--- src/rtl/csdm_pkg.sv ---
// Shared types, constants and the arctangent table of the square-to-disk mapper.
`timescale 1ns / 1ps
package csdm_pkg;

  // Fraction bits of the internal angle and CORDIC datapath
  localparam int WB = 30;
  // Quotient width: ratio is at most 1.0 in Q.30
  localparam int QW = WB + 1;
  // CORDIC x/y width and angle width
  localparam int CW = 33;
  localparam int ZW = 32;

  localparam logic [29:0] PI4_Q30  = 30'd843314857;
  localparam logic [29:0] INVK_Q30 = 30'd652032874;

  typedef enum logic [1:0] {
    SEC_1 = 2'd0,
    SEC_2 = 2'd1,
    SEC_3 = 2'd2,
    SEC_4 = 2'd3
  } csdm_sector_e;

  typedef struct packed {
    csdm_sector_e sector;
    logic         neg;
    logic         origin;
  } csdm_side_t;

  // Rotation angle of step i, atan(2^-i) in Q.30
  function automatic logic signed [ZW-1:0] atan_q30(input int i);
    logic signed [ZW-1:0] v;
    begin
      unique case (i)
        0:       v = 32'sd843314857;
        1:       v = 32'sd497837829;
        2:       v = 32'sd263043837;
        3:       v = 32'sd133525159;
        4:       v = 32'sd67021687;
        5:       v = 32'sd33543516;
        6:       v = 32'sd16775851;
        7:       v = 32'sd8388437;
        8:       v = 32'sd4194283;
        9:       v = 32'sd2097149;
        10:      v = 32'sd1048576;
        default: v = (i < WB) ? (32'sd1 <<< (WB - i)) : 32'sd0;
      endcase
      return v;
    end
  endfunction

endpackage

--- src/rtl/csdm_cordic_cell.sv ---
// One CORDIC rotation cell with a fixed shift and a fixed arctangent step.
`timescale 1ns / 1ps
module csdm_cordic_cell
  import csdm_pkg::*;
#(
  parameter int STEP = 0
) (
  input  logic                 clk_i,
  input  logic                 rst_ni,
  input  logic                 valid_i,
  input  logic signed [CW-1:0] x_i,
  input  logic signed [CW-1:0] y_i,
  input  logic signed [ZW-1:0] z_i,
  input  csdm_side_t           side_i,
  output logic                 valid_o,
  output logic signed [CW-1:0] x_o,
  output logic signed [CW-1:0] y_o,
  output logic signed [ZW-1:0] z_o,
  output csdm_side_t           side_o
);

  localparam logic signed [ZW-1:0] ATAN = atan_q30(STEP);

  logic                 valid_q;
  logic signed [CW-1:0] x_d, y_d, x_q, y_q, dx, dy;
  logic signed [ZW-1:0] z_d, z_q;
  csdm_side_t           side_q;

  // Rotate toward zero residual angle
  always_comb begin
    dx = y_i >>> STEP;
    dy = x_i >>> STEP;
    if (z_i >= 0) begin
      x_d = x_i - dx;
      y_d = y_i + dy;
      z_d = z_i - ATAN;
    end else begin
      x_d = x_i + dx;
      y_d = y_i - dy;
      z_d = z_i + ATAN;
    end
  end

  always_ff @(posedge clk_i or negedge rst_ni) begin
    if (!rst_ni) begin
      valid_q <= 1'b0;
    end else begin
      valid_q <= valid_i;
    end
  end

  always_ff @(posedge clk_i) begin
    x_q    <= x_d;
    y_q    <= y_d;
    z_q    <= z_d;
    side_q <= side_i;
  end

  assign valid_o = valid_q;
  assign x_o     = x_q;
  assign y_o     = y_q;
  assign z_o     = z_q;
  assign side_o  = side_q;

endmodule

--- config.mk ---
export PLATFORM = sky130hd
export DESIGN_NAME = csdm_cordic_cell
export DESIGN_NICKNAME = d
export VERILOG_FILES = /design/src/rtl/csdm_pkg.sv /design/src/rtl/csdm_cordic_cell.sv
export SDC_FILE = /design/constraint.sdc
export NUM_CORES = 1
export LEC_CHECK = 0
export ABC_AREA = 0
export ABC_CLOCK_PERIOD_IN_PS = 800
export BUFFER_PORTS_ARGS = -buffer_cell sky130_fd_sc_hd__buf_2
export CAP_MARGIN = 20
export CORE_MARGIN = 4
export CORE_UTILIZATION = 25
export CTS_BUF_LIST = sky130_fd_sc_hd__clkbuf_16
export DETAILED_ROUTE_END_ITERATION = 16
export PLACE_DENSITY_LB_ADDON = 0.08
export RECOVER_POWER = 100
export SYNTH_ARGS = -nofsm -noshare
export SYNTH_HDL_FRONTEND = slang
export SYNTH_SLANG_ARGS = --single-unit
--- constraint.sdc ---
create_clock -name clk_i -period 0.8 [get_ports clk_i]
set_input_delay 0.08 -clock clk_i [delete_from_list [all_inputs] [get_ports clk_i]]
set_output_delay 0.08 -clock clk_i [all_outputs]
set_load 0.1 [all_outputs]
==> metrics.txt, run 1 <==
Clock power frac between 10% and 20%; mapped cell area 9230 sq um; most common cell in the netlist a21oi_1; Yosys reg bits 102; Final nets 2000; area occupied by multi-input gates between 8000 and 9000 sq um; Die X approximately 200 microns; worst min-delay path category in -> reg; Main synth FF type dfxtp_1; CP Launch Type input port; top cell type by total area after synthesis dfxtp_1; PwrDens ~2000 nW/um^2; clk buf depth 2; Synth top area share 21.9%; xor/xnor share of the synthesized area roughly 8.5%; Avg Inst Size Synth 7.99 sq um; DRT Pass-1 Iters 5; final hold violation count 1; Yosys warning count 0; crit path kind in -> reg; Seq pwr share between 20% and 30%; Vias roughly 11000; Critical Path AT around 2500 ps; Total GRT Usage approximately a fifth; syn_nets between 1000 and 1500; status complete, but fails checks; CP required about 1100 ps; RSZ-0062 raised after global routing yes; hold_buf cts 9; Slew @ Worst Pin ~1100 ps; TritonCTS Buffers 9; Critical Path End Type flip-flop; logic gate share of total power roughly two thirds; PnR worst setup slack -1410 ps; HPWL after DPL 30.9 mm; Max Cap Viol 0; via density per instance ~4.8; Post-Synth Simple-Gate Area between 10% and 20%; I/O pins 208; top cells by area, synth dfxtp_1 (22%), ha_1 (17%), a21oi_1 (7.5%), xnor2_1 (6.9%), inv_1 (4.3%); CTS tree yes; Post-Route Setup TNS -106080 ps; n_diodes 0; peak supply drop about 1.2 mV; sw frac 48.4%; mux contribution to synthesized area under 10%; post-synthesis adder-cell area fraction between 10% and 20%; register area around 2200 sq um; Tcrit/Tclk final 277%; Psw about 0.018 W; Buf/Inv on CP 3; crit path cell chain buf_12 > inv_8 > ha_4 > fa_2 > nor2b_4 > o21bai_4 > a2111oi_4 > buf_4 > o211ai_1 > nand4_1 > nand3_1 > and2_0 > a31oi_1 > xnor2_1; Root Driver clkbuf_16; RD Place Congestion between 0.9 and 1; die extent in y about 200 microns; layout cells sized above 1 59.0%; final setup fails between 150 and 200; Unique masters post-synth 90; Tmin final around 2200 ps; asr flop ratio synth 0.980%; worst hold margin -2.23 ps; post-synthesis compound-gate area fraction 26.5%; H-tree Lvls 3; CP top delay family simple AND/OR/NAND/NOR gates; Total Power about 0.037 W; fill count between 3000 and 4000; Clock Sinks about 100; synth cell count leaders a21oi_1 (139), ha_1 (126), inv_1 (106), dfxtp_1 (101), nor2_1 (79); port bufs between 200 and 250; Final Max Slew Viols 0; FP Rows 70; Pint ~0.019 W; largest net degree at the start of global routing 56; Mapped Cells 1155; slowest cell delay on critical path approximately 380 ps; Area Overhead vs Synth 97.9%; vias in the first global route around 11000; CP max FO 3; first-pass GRT wire length between 60 and 70 mm; starting density of the core around a quarter; Post-synth EDFFs 0; failing checks hold timing, setup timing; wire per inst between 15 and 20 microns; post-synthesis sequential area ratio 22.2%; ANT nets after route 0; Initial DRC Count ~550; Detailed Route WL just under 40 mm; Final Util around 50%; largest family of logic cells by synthesized area compound AO/OA/AOI/OAI gates; FMAX roughly 450 MHz; full die area around 40000 sq um; DRC errors left 0; Leak around 8.3 nW; Slew headroom ~27%; Setup WS pre-CTS -1930 ps; Core Region roughly 37000 sq um; Clock transition at path regs 70 ps; antenna violations before repair 0; slowest stage cell, crit path fa_2; GRT overflow 0
[area by class of cell]
type                       count  area share (%)
tap                          468            3.21
clock buffer                   9            1.23
multi-input combinational    896            46.0
clock inverter                 7           0.315
timing repair buffer         647            34.7
inverter                     109            2.48
sequential                   102            12.0
[state kept, by name, indices dropped and copies added (netlist names)]
signal / flops
valid_o: 1
side_o: 4
y_o: 32
z_o: 32
x_o: 33
[layout by cell type, fill, tap and decap left out, types with 7 or more instances in the layout]
cell type / count
nand3_1: 19
o21ai_0: 29
ha_1: 86
dfxtp_2: 91
nor2b_1: 9
clkbuf_16: 9
o21ai_1: 18
or3_4: 7
buf_12: 106
o21ai_2: 25
ha_4: 36
xor2_1: 16
a31oi_1: 8
nor3_1: 16
buf_4: 371
a21oi_1: 87
dfxtp_4: 10
buf_8: 7
o21a_1: 9
a21oi_2: 37
xnor2_1: 62
a21oi_4: 15
buf_2: 84
xnor2_2: 11
nor2_2: 8
buf_6: 65
mux2i_1: 12
nand2b_1: 7
inv_2: 9
nand4_1: 15
nor2_1: 65
a21o_1: 33
o21bai_1: 12
nor2b_4: 7
inv_1: 94
nand2_1: 50
o21ai_4: 7
dlygate4sd3_1: 9
[per-layer routing]
metal	vias up	wire length [microns]	GRT usage (%)
met5	-	0	0
met2	268	18800	32.8
met4	0	934	6.34
met3	49	1420	2.66
li1	5296	-	-
met1	5068	17500	23.9
[cell families (layout without fill, tap and decap cells)]
logic type / Yosys count / in the layout
muxes: 14 / 14
DFF: 102 / 102
AOI/OAI and AO/OA: 378 / 378
buffers and inverters: 157 / 772
xor gates and xnor gates: 90 / 90
and+or+nand+nor: 284 / 284
adders and majority gates: 130 / 130
[stage by stage]
step	cells	instance area (sq um)
finish	2238	18300
global route	2238	18300
CTS	2232	17800
detailed placement	2163	15600
global placement	2163	15600
floorplan	1155	9940
[worst paths after layout]
| kind | start | end | cells past startpoint |
|---|---|---|---|
| setup / recovery | x_i[0] | x_o[32]$_DFF_P_ | 14 |
| hold / removal | z_i[30] | z_o[31]$_DFF_P_ | 3 |
| max in group asynchronous | rst_ni | valid_o$_DFF_PN0_ | 3 |
| min in group asynchronous | rst_ni | valid_o$_DFF_PN0_ | 3 |
[power by group through the flow]
stage	registers (W)	clock network, W	logic, W
floorplan	0.0154	0	0.00515
global placement	0.00770	0	0.0225
detailed placement	0.00771	0	0.0225
CTS	0.00763	0.00489	0.0242
global route	0.00771	0.00503	0.0258
finish	0.00758	0.00469	0.0247
[repair_timing]
action,4_1_cts,5_1_grt
buffers inserted,54,17
cloned,1,0
pin swaps,159,101
endpoints found under the setup margin,196,193
resized for setup,294,101
endpoints found under the hold margin,9,1
No activity file was read; power rests on OpenSTA's default activity.
==> inputs of run 2 (changes only) <==
Settings changed: SETUP_SLACK_MARGIN set to 0.15.
==> run 2 against run 1 <==
  * The flow still finishes with violations (hold timing, setup timing)
  * Sequential power up 2%
  * Core utilization up 0.85 points
  * Via count down 0.10%
  * Critical endpoint is now y_o[29]$_DFF_P_
  * Routed wire length up 0.51%
  * Maximum frequency down 1.2%
==> metrics.txt, run 2 (synthesis results as in run 1) <==
max reg flops 33; peak supply drop between 1 and 1.5 mV; Final Max Slew Viols 0; Tcrit/Tclk final 280%; status complete, but fails checks; HPWL after DPL roughly 31 mm; failing checks hold timing, setup timing; Leak about 8.5 nW; vias in the first global route 11000; Core Region between 30000 and 40000 sq um; Final nets 2034; starting density of the core 25.3%; sw frac 47.3%; DRT Pass-1 Iters 5; Clock transition at path regs roughly 80 ps; hold_buf cts 8; layout cells sized above 1 just under 60%; Clock Sinks just over 100; largest net degree at the start of global routing around 50; Detailed Route WL about 39 mm; crit path cell chain buf_8 > clkinvlp_4 > buf_6 > ha_4 > nor3b_4 > o31ai_2 > buf_4 > o211ai_4 > and3_4 > o21ai_4 > a31o_4 > o41a_1 > mux2i_1 > xnor2_1; wire per inst about 17 microns; antenna violations before repair 0; PwrDens a little over 2000 nW/um^2; slowest cell delay on critical path roughly 350 ps; Tmin final 2240 ps; FP Rows 70; fill count 3380; clk buf depth 2; Root Driver clkbuf_16; PnR worst setup slack -1440 ps; most frequent cells in the layout buf_4 (383), buf_12 (110), dfxtp_4 (100), inv_1 (95), buf_2 (94); FMAX between 400 and 500 MHz; TritonCTS Buffers 9; Die X about 200 microns; DRC errors left 0; Vias about 11000; Final Util roughly half; I/O pins roughly 210; CTS tree yes; H-tree Lvls 3; Slew @ Worst Pin ~670 ps; logic gate share of total power around 66%; Buf/Inv on CP 4; n_diodes 0; RD Place Congestion ~0.9; port bufs 207; Initial DRC Count a little over 500; slowest stage cell, crit path o41a_1; CP top delay family compound AO/OA/AOI/OAI gates; final non-filler cell total 2272; commonest non-fill, non-tap cell in the layout buf_4; Clock power frac between 10% and 20%; Slew headroom around 54%; worst min-delay path category in -> reg; worst hold margin -21.6 ps; placed cells approximately 2200; register area ~2400 sq um; crit path kind in -> reg; area occupied by multi-input gates between 8000 and 9000 sq um; Seq pwr share 20.7%; CP required around 1100 ps; Critical Path End Type flip-flop; final setup fails roughly 200; die extent in y ~200 microns; DP Area roughly 16000 sq um; Pint around 0.02 W; post-route design area approximately 19000 sq um; Total Power approximately 0.038 W; Psw roughly 0.018 W; Setup WS pre-CTS -1980 ps; Critical Path AT between 2000 and 3000 ps; Max Cap Viol 0; CP max FO 3; via density per instance about 4.7; GRT overflow 0; Total GRT Usage a little under a fifth; CP Launch Type input port; first-pass GRT wire length approximately 60 mm; ANT nets after route 0; full die area around 40000 sq um; RSZ-0062 raised after global routing yes; Area Overhead vs Synth 101%; final hold violation count 1
-- run 2: cell type report --
| type | count | area share [%] |
|---|---|---|
| clock buffer | 9 | 1.21 |
| clock inverter | 7 | 0.451 |
| inverter | 109 | 2.44 |
| multi-input combinational | 896 | 44.1 |
| sequential | 102 | 13.1 |
| tap | 468 | 3.15 |
| timing repair buffer | 681 | 35.6 |
-- run 2: what timing repair did --
item / in CTS / in global routing
resized for setup: 222 / 124
hold endpoints to repair: 9 / 1
gates cloned: 1 / 0
buffers inserted: 52 / 33
pin swaps: 155 / 126
endpoints found under the setup margin: 198 / 198
-- run 2: tightest hold or removal path, cell delays in order --
cell,delay [ps]
buf_6,90
ha_4,110
inv_1,30
-- run 2: final timing paths --
check | slack [ps] | end | cells past startpoint | start
setup / recovery | -1440 | y_o[29]$_DFF_P_ | 14 | x_i[1]
hold / removal | -20 | x_o[0]$_DFF_P_ | 3 | y_i[0]
max in group asynchronous | 160 | valid_o$_DFF_PN0_ | 3 | rst_ni
min in group asynchronous | 520 | valid_o$_DFF_PN0_ | 3 | rst_ni
-- run 2: metrics by stage --
step / TNS (ps) / hold slack [ps]
after detailed placement: -135420 / -143
after floorplan: -96960 / -216
after global routing: -124370 / -18.1
after CTS: -113220 / -42.2
after global placement: -135330 / -146
final: -114790 / -21.6
-- run 2: per-layer routing --
| layer | wire length [microns] | vias to the layer above | share of wire (%) | track usage, % |
|---|---|---|---|---|
| met4 | 733 | 0 | 1.9 | 5.41 |
| met3 | 1250 | 43 | 3.2 | 2.35 |
| met5 | 0 | - | 0 | 0 |
| met2 | 19200 | 231 | 49 | 32.1 |
| li1 | - | 5360 | - | - |
| met1 | 17700 | 5036 | 45 | 24.4 |
-- run 2: power by group through the flow --
stage | Combinational [W] | Clock [W] | Sequential, W
finish | 0.0248 | 0.00497 | 0.00776
global route | 0.0259 | 0.00535 | 0.00790
global placement | 0.0225 | 0 | 0.00792
detailed placement | 0.0225 | 0 | 0.00792
floorplan | 0.00514 | 0 | 0.0157
CTS | 0.0240 | 0.00518 | 0.00782
