[config.mk]
export PLATFORM = sky130hd
export DESIGN_NAME = csdm_div_cell
export DESIGN_NICKNAME = d
export VERILOG_FILES = /design/src/rtl/csdm_pkg.sv /design/src/rtl/csdm_div_cell.sv
export SDC_FILE = /design/constraint.sdc
export NUM_CORES = 1
export LEC_CHECK = 0
export ABC_CLOCK_PERIOD_IN_PS = 800
export BUFFER_PORTS_ARGS = -buffer_cell sky130_fd_sc_hd__clkbuf_2
export CAP_MARGIN = 40
export CORE_UTILIZATION = 47
export DETAILED_ROUTE_END_ITERATION = 8
export GPL_ROUTABILITY_DRIVEN = 0
export PLACE_DENSITY = 0.84
export REMOVE_ABC_BUFFERS = 1
export SLEW_MARGIN = 20
export SYNTH_ARGS = -nofsm -noshare
export SYNTH_HDL_FRONTEND = slang
export SYNTH_SLANG_ARGS = --single-unit
[constraint.sdc]
create_clock -name clk_i -period 0.8 [get_ports clk_i]
set_input_delay 0.12 -clock clk_i [delete_from_list [all_inputs] [get_ports clk_i]]
set_output_delay 0.12 -clock clk_i [all_outputs]
set_load 0.01 [all_outputs]
[src/rtl/csdm_pkg.sv]
// Shared types, constants and the arctangent table of the square-to-disk mapper.
`timescale 1ns / 1ps
package csdm_pkg;

  // Fraction bits of the internal angle and CORDIC datapath
  localparam int WB = 30;
  // Quotient width: ratio is at most 1.0 in Q.30
  localparam int QW = WB + 1;
  // CORDIC x/y width and angle width
  localparam int CW = 33;
  localparam int ZW = 32;

  localparam logic [29:0] PI4_Q30  = 30'd843314857;
  localparam logic [29:0] INVK_Q30 = 30'd652032874;

  typedef enum logic [1:0] {
    SEC_1 = 2'd0,
    SEC_2 = 2'd1,
    SEC_3 = 2'd2,
    SEC_4 = 2'd3
  } csdm_sector_e;

  typedef struct packed {
    csdm_sector_e sector;
    logic         neg;
    logic         origin;
  } csdm_side_t;

  // Rotation angle of step i, atan(2^-i) in Q.30
  function automatic logic signed [ZW-1:0] atan_q30(input int i);
    logic signed [ZW-1:0] v;
    begin
      unique case (i)
        0:       v = 32'sd843314857;
        1:       v = 32'sd497837829;
        2:       v = 32'sd263043837;
        3:       v = 32'sd133525159;
        4:       v = 32'sd67021687;
        5:       v = 32'sd33543516;
        6:       v = 32'sd16775851;
        7:       v = 32'sd8388437;
        8:       v = 32'sd4194283;
        9:       v = 32'sd2097149;
        10:      v = 32'sd1048576;
        default: v = (i < WB) ? (32'sd1 <<< (WB - i)) : 32'sd0;
      endcase
      return v;
    end
  endfunction

endpackage

[src/rtl/csdm_div_cell.sv]
// One restoring-division cell: decides one quotient bit and passes the word on.
`timescale 1ns / 1ps
module csdm_div_cell
  import csdm_pkg::*;
#(
  parameter int RW  = 18,
  parameter int BIT = 30
) (
  input  logic             clk_i,
  input  logic             rst_ni,
  input  logic             valid_i,
  input  logic [RW-1:0]    rem_i,
  input  logic [RW-2:0]    den_i,
  input  logic [QW-1:0]    q_i,
  input  csdm_side_t       side_i,
  output logic             valid_o,
  output logic [RW-1:0]    rem_o,
  output logic [RW-2:0]    den_o,
  output logic [QW-1:0]    q_o,
  output csdm_side_t       side_o
);

  logic          valid_q;
  logic [RW-1:0] rem_d, rem_q, diff;
  logic [RW-2:0] den_q;
  logic [QW-1:0] q_d, q_q;
  csdm_side_t    side_q;
  logic          ge;

  // Compare, subtract when it fits, shift for the next bit
  always_comb begin
    ge    = rem_i >= {1'b0, den_i};
    diff  = rem_i - {1'b0, den_i};
    rem_d = ge ? (diff << 1) : (rem_i << 1);
    q_d   = q_i;
    q_d[BIT] = ge;
  end

  always_ff @(posedge clk_i or negedge rst_ni) begin
    if (!rst_ni) begin
      valid_q <= 1'b0;
    end else begin
      valid_q <= valid_i;
    end
  end

  always_ff @(posedge clk_i) begin
    rem_q  <= rem_d;
    den_q  <= den_i;
    q_q    <= q_d;
    side_q <= side_i;
  end

  assign valid_o = valid_q;
  assign rem_o   = rem_q;
  assign den_o   = den_q;
  assign q_o     = q_q;
  assign side_o  = side_q;

endmodule

==> out/qor.yml, run 1 <==
die_y_um: 76.4
synth_common_cells: "69 x dfxtp_1, 22 x inv_1, 17 x ha_1"
pin_count: 144
postSynthCellCount: 224
port_buffers: 141
cts_root_buffer: "clkbuf_8"
dp_cells: 485
synth_most_common_cell: "dfxtp_1"
synthFlopType: "dfxtp_1"
worst-ep-kind: "register input"
cts_buffers: 9
synth_area_leaders: "dfxtp_1 53%, ha_1 8.2%, mux2_4 5.8%, inv_1 3.2%, xnor2_1 2.7%"
error: "[ERROR GRT-0232] Routing congestion too high. Check the congestion heatmap in the GUI."
grt_max_degree: 13
synth_top_area_frac: 0.531
rows: 26
post_synth_num_cell_types: 48
synth-seq-cells: 70
preCtsSetupSlack_ps: -1360
outcome: "aborted with a tool error"
haltStage: "global routing"
grt_repair_worst_endpoint: "rem_o[10]$_DFF_P_/D"
chipWidth_um: 76.4
dpl_cell_area_mm2: 0.00376
synth_top_area_cell: "dfxtp_1"
cts_sinks: 70
cts_max_level: 3
clk_path_buf_depth: 2
async_flop_share: 0.0143
avgSynthCellArea_um2: 11.6
yosysSeqAreaShare: 0.541
synth_edf_count: 0
start_util: 0.500
grt_usage: 0.862
synth_warnings: 0
grt-ovfl-total: 287
synth.cell_area_mm2: 0.00260
hpwlAfterDp_mm: 5.47
[through the flow]
step | hold WS [ps] | util
after floorplan | -176 | -
after detailed placement | -104 | 0.722
after CTS | 17.6 | 0.884
after global placement | -105 | 0.722
[timing repair]
action,4_1_cts
hold buffers,53
setup buffers,5
hold endpoints to repair,53
cloned,1
gates resized for setup,25
endpoints found under the setup margin,88
pin swaps,8
[logic make-up after synthesis]
group,Yosys count,share of synthesized area
other cells,1,0.00144
flops,70,0.541
compound gates,47,0.136
buf+inv,25,0.0486
xor+xnor,11,0.0371
simple gates,41,0.0852
mux,11,0.0616
fa+ha+maj,18,0.0895
[per-layer routing]
metal / overflow / GRT usage
met1: 4 / 0.813
met2: 187 / 1.12
met4: 94 / 1.02
met5: 0 / 0.0909
met3: 2 / 0.593
==> run 2: changes to the inputs <==
CORE_UTILIZATION = 40   (was 47)
PLACE_DENSITY = default   (was 0.84)
PLACE_DENSITY_LB_ADDON = 0.15   (was default)
==> run 2 against run 1 <==
The flow now finishes, with violations (negative setup slack). Synthesized cell count did not move. Synthesized area stayed put.
==> out/qor.yml, run 2 <==
core-area_mm2: 0.00631
pin_count: 144
min_from: "rem_i[8]"
largest_reg_flops: 31
grt_max_degree: 13
cts_sinks: 70
outcome: "finished, violations left"
n_antenna_cell: 0
start_util: 0.412
rsz0062_at_grt: "true"
post_synth_num_cell_types: 48
avgSynthCellArea_um2: 11.6
yosysSeqAreaShare: 0.541
post-route-util: 0.800
wire_per_inst_um: 15.3
ant_nets: 0
critPathArrivalTime_ps: 1920
p_leak_nw: 2.46
die_y_um: 82.6
syn2layout_area_growth_pct: 94.2
clkTransAtPathRegs_ps: 80
fin_crit_ps: 1680
final_common_cell: "clkbuf_2"
drv_slew: 0
ir_drop_v: 0.00175
synth_most_common_cell: "dfxtp_1"
hold_viol_final: 0
dpl_cell_area_mm2: 0.00380
synth_warnings: 0
crit_path_max_fanout: 5
async_flop_share: 0.0143
hold_class: "in -> reg"
setup_violations: 88
grt_usage: 0.215
cts_max_level: 3
maxCapViolCount: 0
fin_tns_setup_ps: -21810
synth_edf_count: 0
hpwlAfterDp_mm: 4.86
grt-ovfl-total: 0
hold_depth: 2
synth_common_cells: "69 x dfxtp_1, 22 x inv_1, 17 x ha_1"
worstPathRequired_ps: 1040
synth_area_leaders: "dfxtp_1 53%, ha_1 8.2%, mux2_4 5.8%, inv_1 3.2%, xnor2_1 2.7%"
crit_family: "simple AND/OR/NAND/NOR gates"
synth.cell_area_mm2: 0.00260
busiest_layer: "met2"
synth_top_area_cell: "dfxtp_1"
design_area_mm2: 0.00505
first_iter_violations: 48
firstDrtPassIters: 4
antenna_found_initial: 0
nets: 580
setup_slack_ps: -880
chipWidth_um: 82.6
synth-seq-cells: 70
cp_num_cells: 10
detail_route.vias_per_cell: 4.65
cts_tree: "built"
grt_pass1_vias: 2493
crit_buf_inv: 3
postSynthCellCount: 224
cts_buffers: 9
fmax_ghz: 0.595
met1_usage: 0.219
drive_gt1_frac: 0.619
final_cell_mix: "70 x clkbuf_2, 59 x buf_4, 53 x dlygate4sd3_1"
crit_path_end_kind: "flip-flop"
synth_top_area_frac: 0.531
preCtsSetupSlack_ps: -1340
port_buffers: 141
total_power_mw: 9.15
startpoint_type: "input pin"
drc_errors: 0
met3_usage: 0.0516
dieArea_mm2: 0.00683
cts_root_buffer: "clkbuf_8"
path_class: "in -> reg"
synthFlopType: "dfxtp_1"
rows: 29
cpPeakStageDelay_ps: 390
grt_use_met2: 0.407
clk_path_buf_depth: 2
crit_chain: "clkbuf_2 -> inv_1 -> ha_4 -> nand3_4 -> or3_4 -> a21oi_4 -> o21bai_4 -> and2_4 -> inv_6 -> mux2_4"
hold_end: "rem_o[9]$_DFF_P_"
slowest_stage: "or3_4"
power.density_mw_per_mm2: 1810
routed_wl_mm: 8.75
failed_checks: "negative setup slack"
vias: 2653
fin_crit_sh: 2.10
grt_first_pass_wirelength_mm: 10.8
-- run 2: cell counts after synthesis --
No cell type changed its count.
-- run 2: timing repair --
action | in CTS | in global routing
hold buffers | 53 | 0
pin swaps | 7 | 10
gates cloned | 1 | 0
setup buffers | 2 | 2
endpoints found under the hold margin | 53 | 0
setup endpoints to repair | 88 | 88
resized for setup | 15 | 179
-- run 2: cell families after synthesis --
group | Yosys count | share of synthesized area
AOI/OAI and AO/OA | 47 | 0.136
xor gates and xnor gates | 11 | 0.0371
adders and majority gates | 18 | 0.0895
buffers and inverters | 25 | 0.0486
other | 1 | 0.00144
and+or+nand+nor | 41 | 0.0852
DFF | 70 | 0.541
muxes | 11 | 0.0616
-- run 2: worst max-delay path by stage --
stage,end,slack [ps],startpoint
floorplan,rem_o[10]$_DFF_P_,-1270,rem_i[0]
global placement,rem_o[8]$_DFF_P_,-1290,rem_i[0]
detailed placement,rem_o[11]$_DFF_P_,-1340,rem_i[0]
CTS,rem_o[4]$_DFF_P_,-940,rem_i[0]
global route,rem_o[7]$_DFF_P_,-920,den_i[6]
finish,rem_o[7]$_DFF_P_,-880,den_i[6]
-- run 2: area by class of cell --
type,count,area (µm²)
Clock inverter,6,38.8
Multi-Input combinational cell,129,1240
Timing Repair inverter,1,8.76
Clock buffer,10,128
Timing Repair Buffer,255,1970
Sequential cell,70,1460
Fill cell,394,1260
Inverter,23,101
Tap cell,77,96.3
-- run 2: report_power, final --
group	total (mW)	internal, mW	switching [mW]
Combinational	2.66	1.56	1.10
Sequential	3.97	3.84	0.133
Clock	2.52	1.11	1.40
-- run 2: per-stage QoR --
step	std cells	hold slack, ps
after floorplan	222	-176
after global placement	497	-105
after detailed placement	497	-104
after CTS	569	3.27
after global routing	571	40.3
final	571	40.1
-- run 2: routing by layer --
layer	part of all wire	routed length [µm]	vias up
met1	0.38	3330	1229
met4	0.024	213	0
li1	-	-	1305
met5	0	0	-
met3	0.074	651	19
met2	0.52	4550	100
(Power assumes the default switching activity.)
==> run 3: changes to the inputs <==
ABC_AREA = 1   (was default)
==> run 3 against run 2 <==
The flow still finishes with violations (negative setup slack). Critical endpoint is now rem_o[15]$_DFF_P_. Critical path type unchanged. Power grew 8.7%. Non-clock buffer count grew 2. Final cell count grew 30%. Utilization shrank 2.1 points. Sequential power is essentially flat. Global-route usage grew 2.9 points. Worst setup slack gained 370 ps. Final area grew 13%. Count of clock-buffer cells in the layout is the same. Synthesized cell count grew 67%.
==> out/qor.yml, run 3 <==
outcome: "finished, violations left"
failed_checks: "negative setup slack"
cts_buffers: 9
vias: 3316
synth_top_area_frac: 0.454
crit_chain: "buf_8 -> inv_4 -> ha_4 -> inv_4 -> fa_2 -> nand3_2 -> nand3_4 -> nand2_2 -> nand2_4 -> nand2_4 -> nand2_2 -> nand2_1 -> nand2_1 -> nand2_1 -> nand2_1"
nets: 727
critPathLaunch: "rem_i[0]"
setup_violations: 88
seqPwrFrac: 0.397
hold_viol_final: 0
critPathArrivalTime_ps: 1560
die_y_um: 89.2
path_common_cell: "nand2_1"
pin_count: 144
hold_class: "in -> reg"
hold_end: "rem_o[11]$_DFF_P_"
switching_share: 0.308
power_switching_mw: 3.06
drive_gt1_frac: 0.538
antenna_found_initial: 1
firstDrtPassIters: 4
worstPathRequired_ps: 1050
crit_buf_inv: 3
detail_route.vias_per_cell: 4.48
grt-ovfl-total: 0
syn2layout_area_growth_pct: 86.8
fin_crit_ps: 1310
drv_slew: 0
largest_reg_flops: 31
hpwlAfterDp_mm: 6.29
post_synth_num_cell_types: 28
synth_top_area_cell: "dfxtp_1"
maxCapViolCount: 0
cts_tree: "built"
crit_path_end_kind: "flip-flop"
synth_warnings: 0
synth_common_cells: "107 x nand2_1, 69 x dfxtp_1, 64 x inv_1"
wire_per_inst_um: 14.3
grt_first_pass_wirelength_mm: 14.5
cts_sinks: 70
crit_family: "simple AND/OR/NAND/NOR gates"
drc_errors: 0
yosysSeqAreaShare: 0.462
p_leak_nw: 3.00
regArea_mm2: 0.00145
slowest_stage: "fa_2"
ir_drop_v: 0.000996
fill_cells: 490
clkTransAtPathRegs_ps: 90
core-area_mm2: 0.00729
rsz0062_at_grt: "true"
fin_crit_sh: 1.64
crit_path_max_fanout: 4
startpoint_type: "input pin"
clk_path_buf_depth: 2
synth_most_common_cell: "nand2_1"
intPower_mw: 6.88
final_common_cell: "nand2_1"
path_class: "in -> reg"
grt_max_degree: 14
power.density_mw_per_mm2: 1750
synthFlopType: "dfxtp_1"
grt_usage: 0.244
hold_depth: 3
setup_slack_ps: -514
async_flop_share: 0.0143
synth-seq-cells: 70
avgSynthCellArea_um2: 8.16
fin_cells: 741
routed_wl_mm: 10.6
final_cell_mix: "92 x nand2_1, 71 x clkbuf_2, 61 x inv_1"
cpPeakStageDelay_ps: 420
synth.cell_area_mm2: 0.00304
ant_nets: 0
chipWidth_um: 89.2
cts_max_level: 3
postSynthCellCount: 373
fmax_ghz: 0.761
power_frac_clock: 0.296
combPwrFrac: 0.307
multi_input_area_mm2: 0.00164
rows: 31
cts_root_buffer: "clkbuf_8"
min_from: "rem_i[10]"
port_buffers: 141
first_iter_violations: 72
dp_cells: 665
grt_pass1_vias: 3266
post-route-util: 0.779
start_util: 0.417
synth_area_leaders: "dfxtp_1 45%, nand2_1 13%, inv_1 7.9%, ha_1 7.0%, nand3_1 4.8%"
holdWs_ps: 45.3
synth_edf_count: 0
dieArea_mm2: 0.00796
[run 3: worst max path at each step]
stage / endpoint / slack [ps] / depth (start not counted)
floorplan: rem_o[10]$_DFF_P_ / -990 / 10
global route: rem_o[15]$_DFF_P_ / -620 / 15
finish: rem_o[15]$_DFF_P_ / -510 / 15
global placement: rem_o[15]$_DFF_P_ / -980 / 15
CTS: rem_o[15]$_DFF_P_ / -460 / 12
detailed placement: rem_o[17]$_DFF_P_ / -1020 / 15
[run 3: what timing repair did]
action / CTS / global route
hold buffers: 53 / 0
hold endpoints to repair: 53 / 0
pin swaps: 5 / 17
endpoints found under the setup margin: 88 / 88
gates resized for setup: 41 / 162
buffers inserted: 6 / 0
[run 3: logic make-up after synthesis]
logic type	count (synthesis)	share of synthesized area
adders and majority gates	18	0.0765
buffers and inverters	74	0.102
DFF	70	0.462
xor gates and xnor gates	7	0.0201
and+or+nand+nor	191	0.315
AOI/OAI and AO/OA	12	0.0234
other	1	0.00123
[run 3: area by class of cell]
type,count,area share
Timing Repair Buffer,257,0.352
Multi-Input combinational cell,229,0.289
Sequential cell,70,0.255
Inverter,69,0.0465
Clock buffer,10,0.0225
Tap cell,99,0.0218
Clock inverter,6,0.0123
Antenna cell,1,0.000440
[run 3: through the flow]
stage	area [µm²]	TNS (ps)	total power [mW]	setup WS (ps)
floorplan	2990	-17360	5.17	-987
detailed placement	4290	-16920	6.24	-1020
global placement	4290	-16330	6.21	-980
global route	5680	-19170	10.4	-620
finish	5680	-15930	9.94	-514
CTS	5280	-15540	9.56	-461
[run 3: power groups by stage]
stage          clock [mW]  sequential, mW  combinational, mW
3_5_place_dp            0            3.96               2.29
3_3_place_gp            0            3.96               2.25
4_1_cts              2.99            3.89               2.68
5_1_grt              3.12            3.98               3.33
6_report             2.94            3.95               3.05
2_1_floorplan           0            4.12               1.05
[run 3: metal layers]
| layer | GRT usage | wire length (µm) | part of all wire | vias up |
|---|---|---|---|---|
| li1 | - | - | - | 1657 |
| met1 | 0.249 | 4100 | 0.39 | 1521 |
| met2 | 0.472 | 5620 | 0.53 | 117 |
| met3 | 0.0600 | 605 | 0.057 | 21 |
| met4 | 0.0996 | 278 | 0.026 | 0 |
| met5 | 0 | 0 | 0 | - |
